--- src/sv/assert_macros.svh ---
// Assertion macros shared by the sanitizer RTL.
// Needs signals named clk and arst_n in the including module.
`ifndef ASSERT_MACROS_SVH
`define ASSERT_MACROS_SVH

// prop must hold at every rising edge outside reset
`define ASSERT_AT(label, prop, msg) \
	label: assert property (@(posedge clk) disable iff (!arst_n) (prop)) else $error(msg);

// cond must never be true at a rising edge outside reset
`define ASSERT_NEVER(label, cond, msg) \
	label: assert property (@(posedge clk) disable iff (!arst_n) !(cond)) else $error(msg);

`endif

--- src/sv/utf8s_pkg.sv ---
// Package for the UTF-8 sanitizer: beat types, queue command type,
// replacement bytes and sequence decode functions. No dependencies.
`timescale 1ns / 1ps
`default_nettype none
package utf8s_pkg;

	localparam int QUEUE_DEPTH_DEF = 2;

	localparam logic [7:0] REPL_B0 = 8'hEF;
	localparam logic [7:0] REPL_B1 = 8'hBF;
	localparam logic [7:0] REPL_B2 = 8'hBD;

	typedef logic [3:0][7:0] win_t;

	typedef struct packed {
		logic [7:0] in_byte;
		logic       byte_present;
		logic       string_end;
	} in_beat_t;

	typedef struct packed {
		logic [7:0] out_byte;
		logic       is_replacement;
		logic       run_last;
		logic       string_last;
	} out_beat_t;

	// one decided sequence (or one replacement) handed from front to back
	typedef struct packed {
		win_t       bytes;
		logic [2:0] len;
		logic       repl;
		logic       run_last;
		logic       string_last;
	} cmd_t;

	// sequence length from the lead byte, 0 for a bad lead
	function automatic logic [2:0] seq_len(input logic [7:0] b);
		logic [2:0] r;
		if (b[7] == 1'b0) r = 3'd1;
		else if (b[7:5] == 3'b110) r = 3'd2;
		else if (b[7:4] == 4'b1110) r = 3'd3;
		else if (b[7:3] == 5'b11110) r = 3'd4;
		else r = 3'd0;
		return r;
	endfunction

	// checks a complete sequence of len bytes at w[0]
	function automatic logic seq_ok(input win_t w, input logic [2:0] len);
		logic [20:0] cp;
		logic        c1;
		logic        c2;
		logic        c3;
		logic        r;
		cp = '0;
		c1 = (w[1][7:6] == 2'b10);
		c2 = (w[2][7:6] == 2'b10);
		c3 = (w[3][7:6] == 2'b10);
		case (len)
			3'd1: begin
				r = 1'b1;
			end
			3'd2: begin
				cp = {10'd0, w[0][4:0], w[1][5:0]};
				r = c1 && (cp >= 21'h80);
			end
			3'd3: begin
				cp = {5'd0, w[0][3:0], w[1][5:0], w[2][5:0]};
				r = c1 && c2 && (cp >= 21'h800) &&
					!((cp >= 21'hD800) && (cp <= 21'hDFFF));
			end
			3'd4: begin
				cp = {w[0][2:0], w[1][5:0], w[2][5:0], w[3][5:0]};
				r = c1 && c2 && c3 && (cp >= 21'h10000) && (cp <= 21'h10FFFF);
			end
			default: begin
				r = 1'b0;
			end
		endcase
		return r;
	endfunction

endpackage
`default_nettype wire

--- src/sv/utf8s_front.sv ---
// Front end: input beats fill a 4-byte window; decides one sequence per cycle
// and pushes it to the queue if not full. Uses utf8s_pkg, assert_macros.svh.
`timescale 1ns / 1ps
`default_nettype none
module utf8s_front (
	input  wire logic               clk,
	input  wire logic               arst_n,
	input  wire logic               push,
	output logic                    full,
	input  wire utf8s_pkg::in_beat_t item,
	output logic                    cmd_valid,
	output utf8s_pkg::cmd_t         cmd,
	input  wire logic               cmd_ready
);
	import utf8s_pkg::*;
	`include "assert_macros.svh"

	win_t       win_q;      // held bytes; entries at and above cnt_q are junk
	logic [2:0] cnt_q;
	logic       at_end_q;

	logic [2:0] len0, len1, adv, cnt_nx, sel;
	logic       ok, need, need_nx, step, accept;
	win_t       win_sh;

	always_comb begin
		len0 = seq_len(win_q[0]);
		need = (cnt_q != 3'd0) && !((len0 != 3'd0) && (cnt_q < len0) && !at_end_q);
		ok   = (len0 != 3'd0) && (cnt_q >= len0) && seq_ok(win_q, len0);
		adv  = ok ? len0 : 3'd1;
		cnt_nx = cnt_q - adv;
		for (int i = 0; i < 4; i++) begin
			sel = 3'(i) + adv;
			win_sh[i] = (sel <= 3'd3) ? win_q[sel[1:0]] : 8'h00;
		end
		len1 = seq_len(win_sh[0]);
		need_nx = (cnt_nx != 3'd0) &&
			!((len1 != 3'd0) && (cnt_nx < len1) && !at_end_q);
	end

	assign full      = need;
	assign accept    = push && !need;
	assign step      = need && cmd_ready;
	assign cmd_valid = need;

	always_comb begin
		cmd.bytes       = ok ? win_q : {8'h00, REPL_B2, REPL_B1, REPL_B0};
		cmd.len         = ok ? len0 : 3'd3;
		cmd.repl        = !ok;
		cmd.run_last    = !need_nx;
		cmd.string_last = !need_nx && at_end_q;
	end

	always_ff @(posedge clk or negedge arst_n) begin
		if (!arst_n) begin
			cnt_q    <= 3'd0;
			at_end_q <= 1'b0;
		end else if (step) begin
			cnt_q <= cnt_nx;
		end else if (accept) begin
			cnt_q    <= cnt_q + {2'd0, item.byte_present};
			at_end_q <= item.string_end;
		end
	end

	always_ff @(posedge clk) begin
		if (step) begin
			win_q <= win_sh;
		end else if (accept && item.byte_present) begin
			win_q[cnt_q[1:0]] <= item.in_byte;
		end
	end

	// with four bytes held a decision is always due, so a load never overruns
	`ASSERT_AT(a_idle_fits, !need |-> (cnt_q <= 3'd3), "front idle with full window")
	// a command closing a string must leave nothing pending
	`ASSERT_AT(a_end_flush, (step && cmd.string_last) |=> (cnt_q == 3'd0), "pending left at end")

endmodule
`default_nettype wire

--- src/sv/utf8s_fifo.sv ---
// Short command queue between front and back end.
// Uses utf8s_pkg, assert_macros.svh.
`timescale 1ns / 1ps
`default_nettype none
module utf8s_fifo #(
	parameter int DEPTH = utf8s_pkg::QUEUE_DEPTH_DEF
) (
	input  wire logic            clk,
	input  wire logic            arst_n,
	input  wire logic            wr,
	input  wire utf8s_pkg::cmd_t wdata,
	output logic                 full,
	input  wire logic            rd,
	output utf8s_pkg::cmd_t      rdata,
	output logic                 empty
);
	import utf8s_pkg::*;
	`include "assert_macros.svh"

	localparam int AW = $clog2(DEPTH);
	localparam int CW = $clog2(DEPTH + 1);

	cmd_t          slot_q [DEPTH];
	logic [AW-1:0] wp_q, rp_q;
	logic [CW-1:0] cnt_q;

	function automatic logic [AW-1:0] nxt(input logic [AW-1:0] p);
		return (p == AW'(DEPTH - 1)) ? '0 : p + AW'(1);
	endfunction

	assign full  = (cnt_q == CW'(DEPTH));
	assign empty = (cnt_q == '0);
	assign rdata = slot_q[rp_q];

	always_ff @(posedge clk or negedge arst_n) begin
		if (!arst_n) begin
			wp_q  <= '0;
			rp_q  <= '0;
			cnt_q <= '0;
		end else begin
			if (wr) wp_q <= nxt(wp_q);
			if (rd) rp_q <= nxt(rp_q);
			if (wr && !rd) cnt_q <= cnt_q + CW'(1);
			else if (rd && !wr) cnt_q <= cnt_q - CW'(1);
		end
	end

	always_ff @(posedge clk) begin
		if (wr) slot_q[wp_q] <= wdata;
	end

	`ASSERT_NEVER(a_no_overflow, wr && full, "write to full queue")
	`ASSERT_NEVER(a_no_underflow, rd && empty, "read from empty queue")

endmodule
`default_nettype wire

--- src/sv/utf8s_back.sv ---
// Back end: expands queued commands into result beats, one byte per pop.
// Uses utf8s_pkg, assert_macros.svh.
`timescale 1ns / 1ps
`default_nettype none
module utf8s_back (
	input  wire logic            clk,
	input  wire logic            arst_n,
	input  wire logic            q_empty,
	input  wire utf8s_pkg::cmd_t q_data,
	output logic                 q_rd,
	output logic                 empty,
	input  wire logic            pop,
	output utf8s_pkg::out_beat_t result
);
	import utf8s_pkg::*;
	`include "assert_macros.svh"

	cmd_t       cur_q;
	logic       cur_vld_q;
	logic [1:0] idx_q;
	logic       last_byte, take;

	assign last_byte = ({1'b0, idx_q} + 3'd1) == cur_q.len;
	assign empty     = !cur_vld_q;
	assign take      = pop && cur_vld_q;
	assign q_rd      = (!cur_vld_q || (take && last_byte)) && !q_empty;

	always_comb begin
		result.out_byte       = cur_q.bytes[idx_q];
		result.is_replacement = cur_q.repl;
		result.run_last       = cur_q.run_last && last_byte;
		result.string_last    = cur_q.string_last && last_byte;
	end

	always_ff @(posedge clk or negedge arst_n) begin
		if (!arst_n) begin
			cur_vld_q <= 1'b0;
			idx_q     <= 2'd0;
		end else if (q_rd) begin
			cur_vld_q <= 1'b1;
			idx_q     <= 2'd0;
		end else if (take) begin
			if (last_byte) begin
				cur_vld_q <= 1'b0;
			end else begin
				idx_q <= idx_q + 2'd1;
			end
		end
	end

	always_ff @(posedge clk) begin
		if (q_rd) cur_q <= q_data;
	end

	`ASSERT_AT(a_idx_in_seq, cur_vld_q |-> ({1'b0, idx_q} < cur_q.len), "byte index past sequence")
	`ASSERT_AT(a_drain, (take && last_byte && q_empty) |=> empty, "stale beat after drain")

endmodule
`default_nettype wire

--- src/sv/utf8_sanitizer.sv ---
// UTF-8 sanitizer top: accepted byte goes into a 4-byte window; the front end
// decides one sequence or replacement per cycle unless the queue is full; the back end
// sends one byte per pop. An accepted byte is registered in the window; the decision
// is written into the queue, then loaded into the back-end register that drives result.
// The front takes no beat while a decision is due; output is one byte per cycle at most.
// Reset (arst_n low, async): pending count, queue and output valid clear.
`timescale 1ns / 1ps
`default_nettype none
module utf8_sanitizer #(
	parameter int QUEUE_DEPTH = utf8s_pkg::QUEUE_DEPTH_DEF  // 2 or more
) (
	input  wire logic                 clk,
	input  wire logic                 arst_n,
	// input side: queue-style, beat taken on push && !full
	input  wire logic                 push,
	output logic                      full,
	input  wire utf8s_pkg::in_beat_t  item,
	// result side: oldest byte on result while !empty, taken on pop && !empty
	output logic                      empty,
	input  wire logic                 pop,
	output utf8s_pkg::out_beat_t      result
);
	import utf8s_pkg::*;

	// front -> queue
	logic cmd_valid, q_full, q_wr;
	cmd_t cmd;
	// queue -> back
	logic q_rd, q_empty;
	cmd_t q_data;

	assign q_wr = cmd_valid && !q_full;

	// The front holds the pending prefix of an incomplete sequence in its
	// window; full stays high while a decision is still due on that window.
	utf8s_front u_front (
		.clk       (clk),
		.arst_n    (arst_n),
		.push      (push),
		.full      (full),
		.item      (item),
		.cmd_valid (cmd_valid),
		.cmd       (cmd),
		.cmd_ready (!q_full)
	);

	// Decouples decision rate from the byte-wide output.
	utf8s_fifo #(
		.DEPTH (QUEUE_DEPTH)
	) u_fifo (
		.clk    (clk),
		.arst_n (arst_n),
		.wr     (q_wr),
		.wdata  (cmd),
		.full   (q_full),
		.rd     (q_rd),
		.rdata  (q_data),
		.empty  (q_empty)
	);

	// Serializes each command (1-4 passed bytes or EF BF BD) into beats;
	// run_last and string_last ride only on a command's final byte.
	utf8s_back u_back (
		.clk     (clk),
		.arst_n  (arst_n),
		.q_empty (q_empty),
		.q_data  (q_data),
		.q_rd    (q_rd),
		.empty   (empty),
		.pop     (pop),
		.result  (result)
	);

endmodule
`default_nettype wire

--- config.mk ---
export PLATFORM = sky130hd
export DESIGN_NAME = utf8_sanitizer
export DESIGN_NICKNAME = d
export VERILOG_FILES = /design/src/sv/utf8s_pkg.sv /design/src/sv/utf8s_front.sv /design/src/sv/utf8s_fifo.sv /design/src/sv/utf8s_back.sv /design/src/sv/utf8_sanitizer.sv
export VERILOG_INCLUDE_DIRS = /design/src /design/src/sv
export SDC_FILE = /design/constraint.sdc
export NUM_CORES = 1
export LEC_CHECK = 0
export ABC_CLOCK_PERIOD_IN_PS = 11000
export BUFFER_PORTS_ARGS = -buffer_cell sky130_fd_sc_hd__clkbuf_2
export CELL_PAD_IN_SITES_DETAIL_PLACEMENT = 0
export CELL_PAD_IN_SITES_GLOBAL_PLACEMENT = 1
export CORE_MARGIN = 1.5
export CORE_UTILIZATION = 56
export CTS_CLUSTER_DIAMETER = 30
export DETAILED_ROUTE_END_ITERATION = 6
export GPL_TIMING_DRIVEN = 0
export PLACE_DENSITY = 0.93
export SLEW_MARGIN = 20
export SYNTH_ARGS = -nofsm -noshare
export SYNTH_HDL_FRONTEND = slang
export SYNTH_SLANG_ARGS = --single-unit
--- constraint.sdc ---
create_clock -name clk -period 11 [get_ports clk]
set_input_delay 1.1 -clock clk [delete_from_list [all_inputs] [get_ports clk]]
set_output_delay 1.1 -clock clk [all_outputs]
set_load 0.02 [all_outputs]
# After elaboration in Yosys (flattened, before gate mapping)

Memory sizes are Yosys's and may differ from the RTL's. A register that Yosys moved wholly into a read port is not among the register bits.
Cells that the tools add are included.

Flip-flop bits (word level): 43
RAM bits: 76
Input port bits: 14
Output and inout bits: 13
Memories kept: 1

Memory list:

| name          | depth | width | read ports | clocked after memory_dff | wr ports | RTL line         | RTL |
|---|---|---|---|---|---|---|---|
| u_fifo.slot_q | 2     | 38    | 1          | 1                        | 1        | utf8s_fifo.sv:23 | `cmd_t slot_q [DEPTH];` |

$add $sub $neg: 11
$lt $le $gt $ge: 20
Eq/ne operators: 16
Mux-type cells: 45
Bitwise operators: 1
Reductions and logical operators: 54

Operators with widths:

| operator             | count |
|---|---|
| $mux 32              | 3 |
| $bmux 8 s2           | 5 |
| $mux 8               | 10 |
| $mux 3               | 12 |
| $bwmux 32            | 1 |
| $logic_and 1x1->1    | 28 |
| $ge 21x17->1 const B | 1 |
| $le 21x21->1 const B | 1 |
| $lt 2x3->1 const B   | 6 |
| $demux 8 s2          | 1 |
| $ge 16x12->1 const B | 1 |
| $ge 16x16->1 const B | 1 |
| $le 16x16->1 const B | 1 |
| $le 3x2->1 const B   | 4 |
| $logic_not 1->1      | 12 |
| $reduce_bool 3->1    | 4 |
| $ge 11x8->1 const B  | 1 |
| $eq 5x5->1 const B   | 2 |
| $mux 2               | 5 |
| $reduce_bool 2->1    | 5 |
| $eq 3x3->1 const B   | 3 |
| $eq 2x2->1 const B   | 4 |
| $eq 4x4->1 const B   | 2 |
| $mux 1               | 7 |
| other kinds (20)     | 27 |

# Logic depth before layout (Yosys ltp)

Depth in word-level cells: 24
Gate-level depth with buffers: 21

# Cells and area by module

Synthesis repeated with hierarchy kept, for this count alone.

Cell total of the unflattened synthesis: 524
Area total of the unflattened synthesis: 7588.5 sq um

Modules (own cells, without submodules):

| module         | instances | cells an instance | area an instance (sq um) |
|---|---|---|---|
| utf8s_front    | 1         | 313               | 3022.9 |
| utf8s_fifo     | 1         | 134               | 2975.4 |
| utf8s_back     | 1         | 75                | 1580.3 |
| utf8_sanitizer | 1         | 2                 | 10.0 |

# Worst setup path after synthesis

OpenSTA, ideal clock, no wires.

Path kind: flip-flop to flip-flop
Start: register u_front.win_q[3] (netlist bit)
End: memory u_fifo.slot_q[0][0] (netlist bit) (enable)
Setup time: 433 ps
Arrival: 4063 ps
Slack: 6504 ps
Cell stages (with the launch flop): 12
Path buffers: 2
Period minus slack after synthesis: 4496 ps
Path through: edfxtp_1 clkbuf_1 nor3_2 inv_1 ha_1 nand3b_1 nand2_1 nor2_1 a2bb2oi_1 o21ai_1 clkbuf_1 nor2_1

Longest elaborated chain between the ends: 13

RTL lines:

| element                                         | RTL line             | RTL |
|---|---|---|
| start, declared                                 | utf8s_front.sv:18    | `win_t win_q;` |
| start signal, assigned                          | utf8s_front.sv:68    | `win_q <= win_sh;` |
| start signal, assigned by index                 | utf8s_front.sv:70    | `win_q[cnt_q[1:0]] <= item.in_byte;` |
| $eq 5x5->1 (*)                                  | utf8s_pkg.sv:43      | `else if (b[7:3] == 5'b11110) r = 3'd4;` |
| $mux 3 (*)                                      | utf8s_pkg.sv:43      |  |
| $mux 3 (*)                                      | utf8s_pkg.sv:42      | `else if (b[7:4] == 4'b1110) r = 3'd3;` |
| $mux 3 (*)                                      | utf8s_pkg.sv:41      | `else if (b[7:5] == 3'b110) r = 3'd2;` |
| $mux 3 (*)                                      | utf8s_pkg.sv:40      | `if (b[7] == 1'b0) r = 3'd1;` |
| $lt 3x3->1 or $reduce_bool 3->1 (tied branches) | utf8s_front.sv:28    | `need = (cnt_q != 3'd0) && !((len0 != 3'd0) && (cnt_q < len0) && !at_end_q);` |
| $logic_and 1x1->1 (*) (2 in series)             | utf8s_front.sv:28    |  |
| $logic_not 1->1 (*)                             | utf8s_front.sv:28    |  |
| $logic_and 1x1->1 (*)                           | utf8s_front.sv:28    |  |
| named net full                                  | utf8_sanitizer.sv:16 | `output logic full,` |
| $logic_and 1x1->1 (*)                           | utf8_sanitizer.sv:32 | `assign q_wr = cmd_valid && !q_full;` |
| $mux 1 (*)                                      | utf8s_fifo.sv:49     | `if (wr) slot_q[wp_q] <= wdata;` |
| $mux 1 (implied by the code) (*)                | utf8s_fifo.sv:49     |  |
| end, declared                                   | utf8s_fifo.sv:23     |  |

The timed path passes the listed nets; every way through them passes the cells marked *.

==> out/metrics.csv <==
metric,value,unit
CTS Buffer Depth,2,
Finished Layout Cells,785,
Post-Synth Simple-Gate Area,0.0961,
fmax,203,MHz
chip height,120,um
fin crit period,4.93,ns
register area,4660,um2
multiplexer share of the synthesized area,0.138,
Async SR Flop Fraction,0.0701,
routed length per instance,21.4,um
Multi-input gate area,2830,um2
Syn. warnings,0,
setup TNS,0,ns
Vias,4787,
CTS Hold Bufs,0,
CTS Sinks,157,
CP Capture Type,flop,
Reg-to-Reg Start,u_front.win_q[5]$_DFFE_PP_,
Hold Path Class,flop to flop,
initial antenna violation count,0,
Final Instance Area,8700,um2
Post-Route Skew,0.00680,ns
share of cells above drive strength 1,0.241,
I/O Buffers,26,
Post-Synthesis Cell Area,7700,um2
Yosys top cell area share,0.570,
PnR worst setup slack,6.07,ns
# diodes,0,
Core ar.,13300,um2
Syn Area/Cell,14.1,um2
worst reg-to-reg setup slack,6.07,ns
xor-xnor portion of the synthesized cell area,0.0148,
DRC,0,
count of cell types in the netlist,61,
sequential area share after synthesis,0.605,
Setup WS pre-CTS,6.17,ns
Total Wirelength,16800,um
Hold Path Depth,1,
vias per cell,6.10,
number of flops mapped to enable cells by yosys,146,
Rel. slew slack,0.322,
largest family of logic cells by synthesized area,multiplexers,
"CTS clk-pin slew, worst paths",0.06,ns
Startpoint Class,flop,
"count leader, synth",edfxtp_1,
RSZ-0062 raised after global routing,false,
Worst Tran Pin Value,1.01,ns
CTS tree,built,
# fillers,975,
Crit path required time,11.27,ns
register bit total from synthesis,157,
Yosys top cell by area,edfxtp_1,
Die Span X,120,um
floorplan row count,42,
Initial Util,0.577,
dominant cells by area after synthesis,"edfxtp_1 57%, mux2_2 5.7%, mux4_2 4.1%",
H-Tree Depth,4,
Critical Path AT,5.19,ns
Final setup violation count,0,
die area,14500,um2
clk root buf,clkbuf_16,
worst-skew pair later-pin latency,0.43,ns
antenna-violating nets left,0,
outcome,completed,
Commonest cells post-synth,"146 x edfxtp_1, 48 x nand2_1, 39 x mux2_2",
number of top-level pins,27,
vias in the first global route,4863,
CTS buffer count,17,
MaxCap Viol Count,0,
cells after synthesis,547,
max-slew violation count,0,
GPL Wtd Cong,0.940,
Resize count post-CTS,0,
dpl cells,753,
post-layout net count,627,
Synth Area in Adders,0.0286,
Area Growth Syn to Fin,13.0,%
first-pass GRT wire length,26700,um
post-synthesis compound-gate area fraction,0.0873,
Reg2Reg Depth,20,
Synthesized Nets,578,
1st-iter DRT viols,496,
Final period util,0.448,
r2r endpoint,u_fifo.slot_q[1][1]$_DFFE_PP_,
GRT overflow,0,
CP max FO,11,
ys flop type,edfxtp_1,
first-pass detailed-route iteration total,5,
# Post-CTS Setup Buffers,0,
pin count of the biggest net entering global routing,35,
final hold vios,0,
gr usage total,0.250,
hold-critical path endpoint,u_back.idx_q[1]$_DFFE_PN0P_,
hold path startpoint,u_back.cur_vld_q$_DFFE_PN0P_,
half-perimeter wire length after placement,11800,um
WS Path Type,flop to flop,
dpl cell area,8130,um2
-- metal layers --
metal | part of all wire | GRT usage
met1 | 0.41 | 0.337
met3 | 0.065 | 0.0453
met2 | 0.50 | 0.403
met5 | 0 | 0
met4 | 0.022 | 0.107
-- metrics by stage --
| stage | hold WS (ns) | utilization |
|---|---|---|
| 2_1_floorplan | 0.479 | - |
| 3_3_place_gp | 0.499 | 0.603 |
| 3_5_place_dp | 0.512 | 0.609 |
| 4_1_cts | 0.521 | 0.651 |
| 5_1_grt | 0.560 | 0.651 |
| 6_report | 0.521 | 0.651 |
-- layout by cell type, fill, tap and decap left out, types with 5 or more instances in the layout --
master | netlist | routed
mux4_2 | 14 | 14
nor2_1 | 19 | 17
xor2_1 | 7 | 7
mux2_2 | 39 | 39
and2_1 | 14 | 14
buf_2 | 6 | 6
a22o_1 | 10 | 10
o21ai_1 | 4 | 8
clkbuf_16 | 0 | 17
inv_1 | 18 | 17
nand2_1 | 48 | 48
dfrtp_1 | 11 | 11
clkbuf_1 | 14 | 14
xnor2_1 | 6 | 6
clkinv_4 | 0 | 6
nand3_1 | 11 | 11
a32o_1 | 12 | 12
mux2i_1 | 31 | 31
a21oi_1 | 9 | 9
a211oi_1 | 5 | 5
ha_1 | 16 | 16
o21ai_0 | 24 | 20
clkbuf_2 | 0 | 26
edfxtp_1 | 146 | 146
nor2b_1 | 5 | 5
nand2b_1 | 20 | 20
-- logic make-up (layout without fill, tap and decap cells) --
kind of cell               after synthesis  after routing
AOI/OAI and AO/OA                       88             88
xor gates and xnor gates                13             13
adders and majority gates               17             17
buffers and inverters                   49            111
DFF                                    157            157
muxes                                   84             84
and+or+nand+nor                        139            139
-- flip-flops by register name, summed over array words and instances (netlist names) --
name,flops
u_fifo.wp_q,1
u_front.at_end_q,1
u_fifo.rp_q,1
u_back.idx_q,2
u_fifo.slot_q,76
u_fifo.cnt_q,2
u_back.result,1
u_front.cnt_q,3
u_back.cur_q,37
u_front.win_q,32
u_back.cur_vld_q,1
-- worst max path at each step --
stage                     slack [ns]                        endpoint                       start
final                           6.07   u_fifo.slot_q[1][1]$_DFFE_PP_  u_front.win_q[5]$_DFFE_PP_
after CTS                       6.13   u_fifo.slot_q[1][1]$_DFFE_PP_  u_front.win_q[5]$_DFFE_PP_
after global routing            5.75   u_fifo.slot_q[0][1]$_DFFE_PP_  u_front.win_q[6]$_DFFE_PP_
after detailed placement        6.17   u_fifo.slot_q[1][1]$_DFFE_PP_  u_front.win_q[5]$_DFFE_PP_
after floorplan                 6.50   u_fifo.slot_q[0][0]$_DFFE_PP_  u_front.win_q[3]$_DFFE_PP_
after global placement          5.54  u_fifo.slot_q[1][23]$_DFFE_PP_  u_front.win_q[5]$_DFFE_PP_
-- worst max-delay path: stages, from the launching register on --
cell,delay (ns)
edfxtp_1,0.52
nand2_1,0.15
nor2_1,0.08
nor2b_1,0.30
inv_1,0.18
ha_1,0.23
nand3b_1,0.17
nand3_1,0.17
nand2_1,0.18
nor3_2,0.30
buf_2,0.29
buf_2,0.29
inv_1,0.12
ha_1,0.19
inv_1,0.07
fa_1,0.47
ha_1,0.34
a21o_1,0.18
a211oi_1,0.29
nand2b_1,0.09
o21ai_1,0.16
-- final cells by class --
cell class | count | area share
multi-input combinational | 341 | 0.325
clock inverter | 15 | 0.0161
timing repair buffer | 30 | 0.0227
inverter | 22 | 0.00978
sequential | 157 | 0.536
buffer | 27 | 0.0164
clock buffer | 17 | 0.0489
tap | 176 | 0.0253
Power is left out: the tool's default activity adds up to more than one toggle a clock period on the data nets, which glitch-free logic cannot reach.
